$ cat src/rtl/egc_pkg.sv
package egc_pkg;

  localparam logic [1:0] KIND_ADD      = 2'd0;
  localparam logic [1:0] KIND_CLASSIFY = 2'd1;
  localparam logic [1:0] KIND_CLEAR    = 2'd2;

  localparam logic [1:0] CLASS_NONE  = 2'd0;
  localparam logic [1:0] CLASS_SEMI  = 2'd1;
  localparam logic [1:0] CLASS_EULER = 2'd2;

  localparam logic REG_VERTEX_COUNT = 1'b0;

  typedef enum logic [2:0] {
    ST_IDLE,
    ST_ADD_CHK,
    ST_ADD_WA,
    ST_ADD_WB,
    ST_SWEEP,
    ST_PUSH
  } egc_state_t;

  typedef struct packed {
    logic load_item;
    logic clear;
    logic rd_a;
    logic wr_a;
    logic wr_b;
    logic sweep_start;
    logic sweep_first;
    logic res_load;
    logic out_load;
  } egc_cmd_t;

  typedef struct packed {
    logic edge_ok;
    logic sweep_done;
    logic sweep_grew;
    logic out_free;
  } egc_sts_t;

endpackage

$ cat src/rtl/egc_controller.sv
module egc_controller import egc_pkg::*; (
  input  logic       clk,
  input  logic       rst_n,
  input  logic       in_valid,
  output logic       in_ready,
  input  logic [1:0] in_kind,
  input  egc_sts_t   sts,
  output egc_cmd_t   cmd
);

  egc_state_t state_r, state_nxt;

  always_ff @(posedge clk) begin
    if (!rst_n) begin
      state_r <= ST_IDLE;
    end else begin
      state_r <= state_nxt;
    end
  end

  always_comb begin
    state_nxt = state_r;
    cmd       = '0;
    in_ready  = 1'b0;
    case (state_r)
      ST_IDLE: begin
        in_ready = 1'b1;
        if (in_valid) begin
          cmd.load_item = 1'b1;
          case (in_kind)
            KIND_ADD: begin
              state_nxt = ST_ADD_CHK;
            end
            KIND_CLASSIFY: begin
              cmd.sweep_start = 1'b1;
              cmd.sweep_first = 1'b1;
              state_nxt       = ST_SWEEP;
            end
            KIND_CLEAR: begin
              cmd.clear = 1'b1;
            end
            default: begin
              state_nxt = ST_IDLE;
            end
          endcase
        end
      end
      ST_ADD_CHK: begin
        // drop self-loops and out-of-range endpoints
        if (sts.edge_ok) begin
          cmd.rd_a  = 1'b1;
          state_nxt = ST_ADD_WA;
        end else begin
          state_nxt = ST_IDLE;
        end
      end
      ST_ADD_WA: begin
        cmd.wr_a  = 1'b1;
        state_nxt = ST_ADD_WB;
      end
      ST_ADD_WB: begin
        cmd.wr_b  = 1'b1;
        state_nxt = ST_IDLE;
      end
      ST_SWEEP: begin
        if (sts.sweep_done) begin
          if (sts.sweep_grew) begin
            cmd.sweep_start = 1'b1;
          end else begin
            cmd.res_load = 1'b1;
            state_nxt    = ST_PUSH;
          end
        end
      end
      ST_PUSH: begin
        if (sts.out_free) begin
          cmd.out_load = 1'b1;
          state_nxt    = ST_IDLE;
        end
      end
      default: begin
        state_nxt = ST_IDLE;
      end
    endcase
  end

endmodule

$ cat src/rtl/egc_datapath.sv
module egc_datapath import egc_pkg::*; #(
  parameter int MAX_VERTICES = 32
) (
  input  logic       clk,
  input  logic       rst_n,
  input  logic [5:0] vertex_count,
  input  logic [4:0] in_vertex_a,
  input  logic [4:0] in_vertex_b,
  input  egc_cmd_t   cmd,
  output egc_sts_t   sts,
  input  logic       out_ready,
  output logic       out_valid,
  output logic [1:0] out_graph_class,
  output logic       out_connected,
  output logic [5:0] out_odd_vertices,
  output logic [8:0] out_distinct_edges
);

  localparam int IDXW = $clog2(MAX_VERTICES);
  localparam int NW   = $clog2(MAX_VERTICES + 1);
  localparam int DSW  = $clog2(MAX_VERTICES * (MAX_VERTICES - 1) + 1);

  function automatic logic [NW-1:0] popcount(input logic [MAX_VERTICES-1:0] x);
    logic [NW-1:0] cnt;
    cnt = '0;
    for (int i = 0; i < MAX_VERTICES; i++) begin
      cnt = cnt + NW'(x[i]);
    end
    return cnt;
  endfunction

  logic [4:0]              a_r, b_r;
  logic [NW-1:0]           n_eff;
  logic [IDXW-1:0]         n_last;
  logic [MAX_VERTICES-1:0] mask;
  logic [IDXW-1:0]         a_idx, b_idx;

  logic [MAX_VERTICES-1:0] mem [MAX_VERTICES];
  logic [MAX_VERTICES-1:0] mem_q_r;
  logic [MAX_VERTICES-1:0] row_valid_r;
  logic [IDXW-1:0]         raddr, waddr;
  logic [MAX_VERTICES-1:0] wdata;
  logic                    we;

  logic                    issue_r, rd_vld_r, grew_r, first_r;
  logic [IDXW-1:0]         idx_r, rd_idx_r;
  logic [MAX_VERTICES-1:0] reach_r, reach_nxt;
  logic [NW-1:0]           odd_r, odd_nxt;
  logic [DSW-1:0]          deg_r, deg_nxt;
  logic [MAX_VERTICES-1:0] row, new_bits;
  logic [NW-1:0]           deg;
  logic                    count_en, this_grew, done;

  logic [1:0]              res_class_r;
  logic                    res_conn_r;
  logic [5:0]              res_odd_r;
  logic [8:0]              res_edges_r;
  logic                    conn;
  logic [1:0]              cls;

  logic                    out_valid_r;
  logic [1:0]              out_class_r;
  logic                    out_conn_r;
  logic [5:0]              out_odd_r;
  logic [8:0]              out_edges_r;

  always_comb begin
    if (vertex_count == 6'd0) begin
      n_eff = NW'(1);
    end else if (int'(vertex_count) > MAX_VERTICES) begin
      n_eff = NW'(MAX_VERTICES);
    end else begin
      n_eff = NW'(vertex_count);
    end
  end

  assign n_last = IDXW'(n_eff - NW'(1));

  always_comb begin
    for (int i = 0; i < MAX_VERTICES; i++) begin
      mask[i] = (int'(n_eff) > i);
    end
  end

  always_ff @(posedge clk) begin
    if (cmd.load_item) begin
      a_r <= in_vertex_a;
      b_r <= in_vertex_b;
    end
  end

  assign a_idx = IDXW'(a_r);
  assign b_idx = IDXW'(b_r);

  assign sts.edge_ok = (a_r != b_r) && (int'(a_r) < int'(n_eff)) && (int'(b_r) < int'(n_eff));

  // row read port: endpoint rows during an edge add, sweep index otherwise
  always_comb begin
    if (cmd.rd_a) begin
      raddr = a_idx;
    end else if (cmd.wr_a) begin
      raddr = b_idx;
    end else begin
      raddr = idx_r;
    end
  end

  // OR the new bit into the row read last cycle; an unwritten row reads empty
  always_comb begin
    we = cmd.wr_a | cmd.wr_b;
    if (cmd.wr_a) begin
      waddr = a_idx;
      wdata = (row_valid_r[a_idx] ? mem_q_r : '0) | (MAX_VERTICES'(1) << b_idx);
    end else begin
      waddr = b_idx;
      wdata = (row_valid_r[b_idx] ? mem_q_r : '0) | (MAX_VERTICES'(1) << a_idx);
    end
  end

  always_ff @(posedge clk) begin
    if (we) begin
      mem[waddr] <= wdata;
    end
    mem_q_r <= mem[raddr];
  end

  always_ff @(posedge clk) begin
    if (!rst_n) begin
      row_valid_r <= '0;
    end else if (cmd.clear) begin
      row_valid_r <= '0;
    end else if (we) begin
      row_valid_r[waddr] <= 1'b1;
    end
  end

  // sweep: one row per cycle, data arrives in the cycle after its address
  always_comb begin
    row       = (row_valid_r[rd_idx_r] ? mem_q_r : '0) & mask;
    new_bits  = (rd_vld_r && reach_r[rd_idx_r]) ? (row & ~reach_r) : '0;
    reach_nxt = reach_r | new_bits;
    this_grew = |new_bits;
    deg       = popcount(row);
    count_en  = rd_vld_r && first_r;
    odd_nxt   = odd_r + NW'(count_en & deg[0]);
    deg_nxt   = deg_r + (count_en ? DSW'(deg) : DSW'(0));
    done      = rd_vld_r && (rd_idx_r == n_last);
  end

  assign sts.sweep_done = done;
  assign sts.sweep_grew = grew_r | this_grew;

  always_ff @(posedge clk) begin
    if (!rst_n) begin
      issue_r  <= 1'b0;
      rd_vld_r <= 1'b0;
    end else begin
      rd_vld_r <= issue_r;
      if (cmd.sweep_start) begin
        issue_r <= 1'b1;
      end else if (issue_r && (idx_r == n_last)) begin
        issue_r <= 1'b0;
      end
    end
  end

  always_ff @(posedge clk) begin
    rd_idx_r <= idx_r;
    if (cmd.sweep_start) begin
      idx_r   <= '0;
      grew_r  <= 1'b0;
      first_r <= cmd.sweep_first;
    end else begin
      if (issue_r) begin
        idx_r <= idx_r + IDXW'(1);
      end
      grew_r <= grew_r | this_grew;
    end
    if (cmd.sweep_start && cmd.sweep_first) begin
      reach_r <= MAX_VERTICES'(1);
      odd_r   <= '0;
      deg_r   <= '0;
    end else begin
      reach_r <= reach_nxt;
      odd_r   <= odd_nxt;
      deg_r   <= deg_nxt;
    end
  end

  always_comb begin
    conn = (reach_nxt == mask);
    if (conn && (odd_nxt == NW'(0))) begin
      cls = CLASS_EULER;
    end else if (conn && (odd_nxt <= NW'(2))) begin
      cls = CLASS_SEMI;
    end else begin
      cls = CLASS_NONE;
    end
  end

  always_ff @(posedge clk) begin
    if (cmd.res_load) begin
      res_class_r <= cls;
      res_conn_r  <= conn;
      res_odd_r   <= 6'(odd_nxt);
      res_edges_r <= 9'(deg_nxt >> 1);
    end
  end

  assign sts.out_free = !out_valid_r || out_ready;

  always_ff @(posedge clk) begin
    if (!rst_n) begin
      out_valid_r <= 1'b0;
    end else if (cmd.out_load) begin
      out_valid_r <= 1'b1;
    end else if (out_ready) begin
      out_valid_r <= 1'b0;
    end
  end

  always_ff @(posedge clk) begin
    if (cmd.out_load) begin
      out_class_r <= res_class_r;
      out_conn_r  <= res_conn_r;
      out_odd_r   <= res_odd_r;
      out_edges_r <= res_edges_r;
    end
  end

  assign out_valid          = out_valid_r;
  assign out_graph_class    = out_class_r;
  assign out_connected      = out_conn_r;
  assign out_odd_vertices   = out_odd_r;
  assign out_distinct_edges = out_edges_r;

endmodule

$ cat src/rtl/eulerian_graph_classifier.sv
// Euler path existence test over an undirected simple graph.
// Input channel (in_valid/in_ready): in_kind 0 adds the edge in_vertex_a -
// in_vertex_b, 1 classifies the stored graph, 2 clears it; kind 3 is ignored.
// Result channel (out_valid/out_ready): one item per classify, carrying class,
// connectivity, odd-degree vertex count and distinct edge count.
// APB port: register 0 at byte 0 is vertex_count (1..MAX_VERTICES used).
// Sequencing: an add checks the edge, then reads and rewrites both endpoint
// rows in turn through the row memory's read port and write port; a dropped
// edge ends after the check. A clear resets the per-row valid bits.
// A classify walks the matrix one row per cycle; reachability sweeps repeat
// until the reached set stops growing (1 to n sweeps), degrees are counted in
// the first sweep, and the result passes a result register to the output.
// Reset empties the graph (per-row valid bits, no clearing pass), sets
// vertex_count to 32 and drops any pending result.
// A stalled receiver holds the result in the output register; adds and clears
// are still taken, and a further classify waits before delivering its result.
module eulerian_graph_classifier import egc_pkg::*; #(
  parameter int MAX_VERTICES = 32
) (
  input  logic        clk,
  input  logic        rst_n,
  input  logic        in_valid,
  output logic        in_ready,
  input  logic [1:0]  in_kind,
  input  logic [4:0]  in_vertex_a,
  input  logic [4:0]  in_vertex_b,
  output logic        out_valid,
  input  logic        out_ready,
  output logic [1:0]  out_graph_class,
  output logic        out_connected,
  output logic [5:0]  out_odd_vertices,
  output logic [8:0]  out_distinct_edges,
  input  logic        psel,
  input  logic        penable,
  input  logic        pwrite,
  input  logic [2:0]  paddr,
  input  logic [31:0] pwdata,
  output logic [31:0] prdata,
  output logic        pready
);

  logic [5:0] vertex_count_r;
  egc_cmd_t   cmd;
  egc_sts_t   sts;

  assign pready = 1'b1;

  always_ff @(posedge clk) begin
    if (!rst_n) begin
      vertex_count_r <= 6'd32;
    end else if (psel && penable && pwrite && (paddr[2] == REG_VERTEX_COUNT)) begin
      vertex_count_r <= pwdata[5:0];
    end
  end

  assign prdata = (paddr[2] == REG_VERTEX_COUNT) ? {26'd0, vertex_count_r} : 32'd0;

  egc_controller u_ctrl (
    .clk      (clk),
    .rst_n    (rst_n),
    .in_valid (in_valid),
    .in_ready (in_ready),
    .in_kind  (in_kind),
    .sts      (sts),
    .cmd      (cmd)
  );

  egc_datapath #(
    .MAX_VERTICES (MAX_VERTICES)
  ) u_dp (
    .clk                (clk),
    .rst_n              (rst_n),
    .vertex_count       (vertex_count_r),
    .in_vertex_a        (in_vertex_a),
    .in_vertex_b        (in_vertex_b),
    .cmd                (cmd),
    .sts                (sts),
    .out_ready          (out_ready),
    .out_valid          (out_valid),
    .out_graph_class    (out_graph_class),
    .out_connected      (out_connected),
    .out_odd_vertices   (out_odd_vertices),
    .out_distinct_edges (out_distinct_edges)
  );

endmodule
$ cat config.mk
export PLATFORM = sky130hd
export DESIGN_NAME = eulerian_graph_classifier
export DESIGN_NICKNAME = d
export VERILOG_FILES = /design/src/rtl/egc_pkg.sv /design/src/rtl/egc_controller.sv /design/src/rtl/egc_datapath.sv /design/src/rtl/eulerian_graph_classifier.sv
export SDC_FILE = /design/constraint.sdc
export NUM_CORES = 2
export LEC_CHECK = 0
export BUFFER_PORTS_ARGS = -buffer_cell sky130_fd_sc_hd__buf_2
export CORE_MARGIN = 2
export CORE_UTILIZATION = 65
export DETAILED_ROUTE_END_ITERATION = 8
export PLACE_DENSITY = 0.82
export SETUP_SLACK_MARGIN = 0.3
export SLEW_MARGIN = 20
export SYNTH_ARGS = -nofsm -noshare
export SYNTH_HDL_FRONTEND = slang
export SYNTH_HIERARCHICAL = 1
export SYNTH_SLANG_ARGS = --single-unit
$ cat constraint.sdc
create_clock -name clk -period 18.4 [get_ports clk]
set_clock_uncertainty 0.05 [all_clocks]
set_input_delay 0.92 -clock clk [delete_from_list [all_inputs] [get_ports clk]]
set_output_delay 0.92 -clock clk [all_outputs]
set_load 0.1 [all_outputs]
### Word level (Yosys, flattened, before mapping)

Memories as Yosys holds them, arrays and structs flattened. A register that Yosys moved wholly into a read port is not among the register bits.
Index checks and enable logic that the tools add are counted.

* add/subtract/negate cells: 35
* equal/unequal tests: 16
* shift operators: 2
* $lt $le $gt $ge: 41
* bitwise operators: 12
* mux-type cells: 55
* reduce and logical (&&, ||, !) cells: 24

Operator list (count)
* adder 6 x 1 -> 6 bit: 30
* two-way mux 32 bit: 5
* bitwise OR 32 bit: 4
* > comparator 6 x 5 -> 1 bit (second input constant): 16
* AND 32 bit: 2
* left shift 1 x 5 -> 32 bit (first input constant): 2
* > comparator 6 x 4 -> 1 bit (second input constant): 8
* equality test 32 bit: 1
* NOT 32 bit: 1
* OR reduction 32 bit: 1
* two-way mux 1 bit: 26
* > comparator 6 x 3 -> 1 bit (second input constant): 4
* < comparator 5 x 6 -> 1 bit (second input constant): 4
* two-way mux 6 bit: 4
* binary-select mux 1 bit (select 5 bit): 4
* two-way mux 5 bit: 3
* one-hot mux 3 bit (5 select lines): 1
* logical AND 1 bit: 13
* > comparator 6 x 1 -> 1 bit (second input constant): 2
* > comparator 6 x 2 -> 1 bit (second input constant): 2
* zero test 6 bit: 2
* < comparator 5 x 6 -> 1 bit: 2
* two-way mux 3 bit: 4
* adder 10 bit: 1
* other kinds (30): 43

* word-level logic and storage cells: 209
* bits in registers: 150
* output and inout bits: 53
* memories: 1
* input port bits: 54
* memory bits (writable): 1024

Memory list
* u_dp.mem: depth 32, width 32, read ports 1, clocked after memory_dff 1, write ports 1, RTL line egc_datapath.sv:38 `logic [MAX_VERTICES-1:0] mem [MAX_VERTICES];`

### Logic depth before layout (Yosys ltp)

* depth in word-level cells: 41
* depth in mapped cells: 34
* gate-level depth less buffers: 32

### By module

Netlist, hierarchy kept.

Modules (own cells, without submodules)
* egc_datapath: area an instance 50204.4 µm², seq. area each 34683.3 µm², times used 1, cells an instance 3838
* eulerian_graph_classifier: area an instance 518.0 µm², seq. area each 120.1 µm², times used 1, cells an instance 62
* egc_controller: area an instance 301.5 µm², seq. area each 60.1 µm², times used 1, cells an instance 41

### Worst setup path after synthesis

No wires, ideal clock.

* path kind: reg2reg
* from: register vertex_count_r[5]
* to: register u_dp.res_edges_r[7] (data pin)
* arrival: 7.614 ns
* buffers on the path: 2
* slack: 10.472 ns
* clock period less this slack: 7.928 ns
* stages on the path, launching flop included: 31
* library setup time: 0.263 ns
* required time: 18.087 ns
* cells stage by stage: dfxtp_1 clkbuf_1 inv_1 clkbuf_1 o21ai_1 inv_1 ha_1 or2_2 a21o_1 nor2b_1 nand2_1 fa_1 inv_1 fa_1 inv_1 fa_1 inv_1 fa_1 fa_1 fa_1 ha_1 inv_1 fa_1 nor2_1 fa_1 a21o_1 a21oi_1 o21ai_0 a21oi_1 nor2_1 xor2_1

* longest elaborated chain between the ends: 38
* elaborated cells between the ends (all ways): 70
* classes of those cells: add/sub (32); order compare (33); mux (3); bitwise (1); reduce/logical (1)

Ends and longest elaborated chain
* start: declaration: RTL line eulerian_graph_classifier.sv:42 `logic [5:0] vertex_count_r;`
* start signal: assignment: RTL line eulerian_graph_classifier.sv:52 `vertex_count_r <= pwdata[5:0];`
* > comparator 6 bit: RTL line egc_datapath.sv:70 `end else if (int'(vertex_count) > MAX_VERTICES) begin`
* two-way mux 6 bit: RTL line egc_datapath.sv:70
* two-way mux 6 bit *: RTL line egc_datapath.sv:68 `if (vertex_count == 6'd0) begin`
* > comparator 6 x 1 -> 1 bit: RTL line egc_datapath.sv:81 `mask[i] = (int'(n_eff) > i);`
* AND 32 bit *: RTL line egc_datapath.sv:139 `row = (row_valid_r[rd_idx_r] ? mem_q_r : '0) & mask;`
* adder 1 x 1 -> 2 bit: RTL line egc_datapath.sv:27 `cnt = cnt + NW'(x[i]);`
* adder 6 x 1 -> 6 bit (29 in a row): RTL line egc_datapath.sv:27
* adder 6 x 1 -> 6 bit *: RTL line egc_datapath.sv:27
* two-way mux 6 bit *: RTL line egc_datapath.sv:146 `deg_nxt = deg_r + (count_en ? DSW'(deg) : DSW'(0));`
* adder 10 bit *: RTL line egc_datapath.sv:146
* net u_dp.deg_nxt[8]: RTL line egc_datapath.sv:49 `logic [DSW-1:0] deg_r, deg_nxt;`
* end signal: assignment: RTL line egc_datapath.sv:206 `res_edges_r <= 9'(deg_nxt >> 1);`
* end: declaration: RTL line egc_datapath.sv:57 `logic [8:0] res_edges_r;`

Mark *: on every way through the listed nets, which the timed path passes. The rest lies on a longest branch.
A chain may end at the register's enable or synchronous reset.

### Final worst setup path

Same ends and word-level chain as after synthesis.

==> impl_metrics.json <==
{
  "final_common_cell": "edfxtp_1",
  "grt_usage_pct": 34.7,
  "outcome": "finished clean",
  "r2r-end": "u_dp/res_edges_r[7]$_DFFE_PP_",
  "r2r_start": "vertex_count_r[5]$_SDFFE_PN1P_",
  "cts_tree": "yes",
  "worst_pin_slew_ns": 1.13,
  "drc": 0,
  "io_pins": 107,
  "grt-ovfl-total": 0,
  "synth_area_leaders": "edfxtp_1 63%, dfxtp_1 5.3%, nand2_1 4.6%",
  "syn2layout_area_growth_pct": 10.4,
  "postCtsSetupRepairBufs": 0,
  "crit_arrival_ns": 9.28,
  "port-buffer-count": 51,
  "gp_congestion": 0.973,
  "r2r.worst_path.cells": 27,
  "hold_class": "in2reg",
  "p_per_area_nw_per_um2": 146,
  "async_flop_share_pct": 0,
  "drt_wl_total_um": 142000,
  "grt_pass1_vias": 33200,
  "synthFlopType": "edfxtp_1",
  "relSlewSlack_pct": 24.3,
  "synth_largest_area_cell": "edfxtp_1",
  "setup_tns_ns": 0,
  "synth_edf_count": 1071,
  "finalPower_mw": 8.20,
  "cap_violations": 0,
  "n_fill_cell": 4797,
  "syn_area_um2": 51000,
  "synth_cell_types": 90,
  "crit_path_start_kind": "flop",
  "die_height_um": 284,
  "synth_top_area_share_pct": 63.0,
  "critical_path_class": "reg2reg",
  "r2r_slack_ns": 9.48,
  "hold_end": "u_dp/a_idx[3]$_DFFE_PP_",
  "die-area_um2": 80800,
  "p_leak_nw": 18.8,
  "rsz0062_at_grt": "no",
  "cts-root-buf": "clkbuf_16",
  "clock-sinks": 1206,
  "netlist_instances": 3941,
  "post-route-period-util_pct": 48.5,
  "grt_pass1_wl_um": 208000,
  "hold_viol": 0,
  "core_um2": 77600,
  "ys_warn_count": 6,
  "drive_gt1_share_pct": 11.0,
  "viasPerCell": 6.82,
  "antenna_found_initial": 2,
  "dp_hpwl_um": 78400,
  "ctsHoldBuffers": 0,
  "drtIter0Drc": 5008,
  "crit_required_ns": 18.76,
  "wl_per_cell_um": 27.9,
  "clk_path_buf_depth": 3,
  "place_area_um2": 52500,
  "final_core_util_pct": 72.6,
  "vdd_drop_max_uv": 221,
  "max_freq_ghz": 0.112,
  "rows": 102,
  "die_w_um": 284,
  "whs_path_depth": 1,
  "worstSetupEndpointType": "flop",
  "synth.avg_cell_area_um2": 12.9,
  "layout_common_cells": "1071 x edfxtp_1, 618 x nand2_1, 275 x and2_1",
  "drv_slew": 0,
  "setup_viol": 0,
  "numCtsBuffers": 114,
  "clk_latency_ns": 0.71,
  "design_area_um2": 56300,
  "synth-seq-cells": 1206,
  "htreeDepth": 3,
  "synth-seq-area-share_pct": 68.3,
  "antenna_left": 0,
  "grt_max_degree": 176,
  "hp-start": "in_vertex_a[3]",
  "finalCriticalPeriod_ns": 8.92,
  "cts_resized": 0,
  "first_pass_iters": 6,
  "critical_path.max_fanout": 33,
  "clkTransAtPathRegs_ns": 0.06,
  "vias": 34600,
  "start_util_pct": 65.8,
  "final_nets": 4035
}
state kept, by name, summed over array words and instances, names as in the netlist, 9 cells and up:
register	count
u_dp/row_valid_r	32
u_dp/out_distinct_edges	9
u_dp/mem_q_r	32
u_dp/res_edges_r	9
u_dp/deg_r	10
u_dp/reach_r	32
u_dp/mem	1024
critical path: stages, from the launching register on:
cell and delay [ns]:
dfxtp_1 0.30, buf_4 0.25, inv_1 0.48, o21ai_1 0.36
ha_1 0.49, nand2b_1 0.42, o21ai_0 0.40, nand3_1 0.19
fa_1 0.63, inv_1 0.07, fa_1 0.51, inv_1 0.06
fa_1 0.53, inv_1 0.05, fa_1 0.50, fa_1 0.51
fa_1 0.56, ha_1 0.19, inv_1 0.06, fa_1 0.48
nor2_1 0.07, fa_1 0.43, a21o_1 0.19, a21oi_1 0.22
o21ai_0 0.14, a21oi_1 0.23, nor2_1 0.08, xor2_1 0.15
cell type report:
cell class | instances | area, um2 | area share [%]
sequential | 1206 | 34900 | 61.9
clock inverter | 61 | 679 | 1.21
tap | 1040 | 1300 | 2.31
antenna | 2 | 5.00 | 0.00888
multi-input combinational | 2403 | 15100 | 26.8
timing repair buffer | 146 | 1010 | 1.79
inverter | 58 | 218 | 0.386
clock buffer | 157 | 3160 | 5.62
report_power, final:
group | switching, mW | internal, mW | total (mW)
Sequential | 0.200 | 3.07 | 3.27
Combinational | 1.62 | 0.931 | 2.55
Clock | 1.02 | 1.35 | 2.37
per-stage QoR:
step,setup WS (ns),hold WS (ns),std cells
6_report,9.48,0.335,5073
5_1_grt,9.08,0.319,5071
4_1_cts,9.57,0.315,5071
3_5_place_dp,9.63,0.345,4853
3_3_place_gp,9.69,0.351,4852
2_1_floorplan,10.47,0.335,3966
per-layer routing:
metal	vias to the layer above	global-route usage [%]	wire, um
li1	14800	-	-
met1	16800	46.1	49900
met4	2	17.8	8370
met2	2427	54.7	65800
met5	-	0	13
met3	511	7.40	17500
synth_stat cells, types with 5 or more instances:
| master | n |
|---|---|
| o311ai_0 | 5 |
| a21o_1 | 9 |
| nor4_1 | 45 |
| a211oi_1 | 264 |
| nand2_1 | 621 |
| xnor2_1 | 20 |
| and3_1 | 17 |
| fa_1 | 25 |
| clkbuf_1 | 202 |
| and2_1 | 275 |
| a31oi_1 | 268 |
| buf_4 | 32 |
| mux2i_1 | 31 |
| inv_1 | 57 |
| a221oi_1 | 18 |
| nor3_1 | 18 |
| o221ai_1 | 8 |
| mux4_2 | 25 |
| xor2_1 | 16 |
| edfxtp_1 | 1071 |
| a221o_1 | 10 |
| o21ai_0 | 47 |
| and2b_2 | 7 |
| nand2b_1 | 18 |
| o31ai_1 | 15 |
| o21ai_1 | 5 |
| nor3b_1 | 5 |
| o21a_1 | 10 |
| a22oi_1 | 14 |
| or3_1 | 8 |
| nor2_1 | 195 |
| dfxtp_1 | 135 |
| buf_1 | 9 |
| nand4_1 | 9 |
| a21oi_1 | 62 |
| buf_6 | 7 |
| nand3_1 | 30 |
| nor2b_1 | 26 |
| nand3b_1 | 5 |
| buf_2 | 47 |
| o22ai_1 | 136 |
| ha_1 | 27 |
worst max path at each step:
stage	cells past startpoint	from	slack [ns]	end
2_1_floorplan	30	vertex_count_r[5]$_SDFFE_PN1P_	10.47	u_dp/res_edges_r[7]$_DFFE_PP_
3_3_place_gp	27	vertex_count_r[5]$_SDFFE_PN1P_	9.69	u_dp/res_edges_r[7]$_DFFE_PP_
3_5_place_dp	27	vertex_count_r[5]$_SDFFE_PN1P_	9.63	u_dp/res_edges_r[7]$_DFFE_PP_
4_1_cts	29	vertex_count_r[5]$_SDFFE_PN1P_	9.57	u_dp/res_edges_r[7]$_DFFE_PP_
5_1_grt	28	vertex_count_r[5]$_SDFFE_PN1P_	9.08	u_dp/deg_r[8]$_SDFF_PP0_
6_report	27	vertex_count_r[5]$_SDFFE_PN1P_	9.48	u_dp/res_edges_r[7]$_DFFE_PP_
cell families after synthesis:
kind of cell / share of synthesized area [%]
DFF: 68.3
adders and majority gates: 1.64
muxes: 1.91
xor gates and xnor gates: 0.618
AOI/OAI and AO/OA: 12.2
and+or+nand+nor: 12.2
other: 0.0147
buffers and inverters: 3.13
No activity file was read; power rests on OpenSTA's default activity.
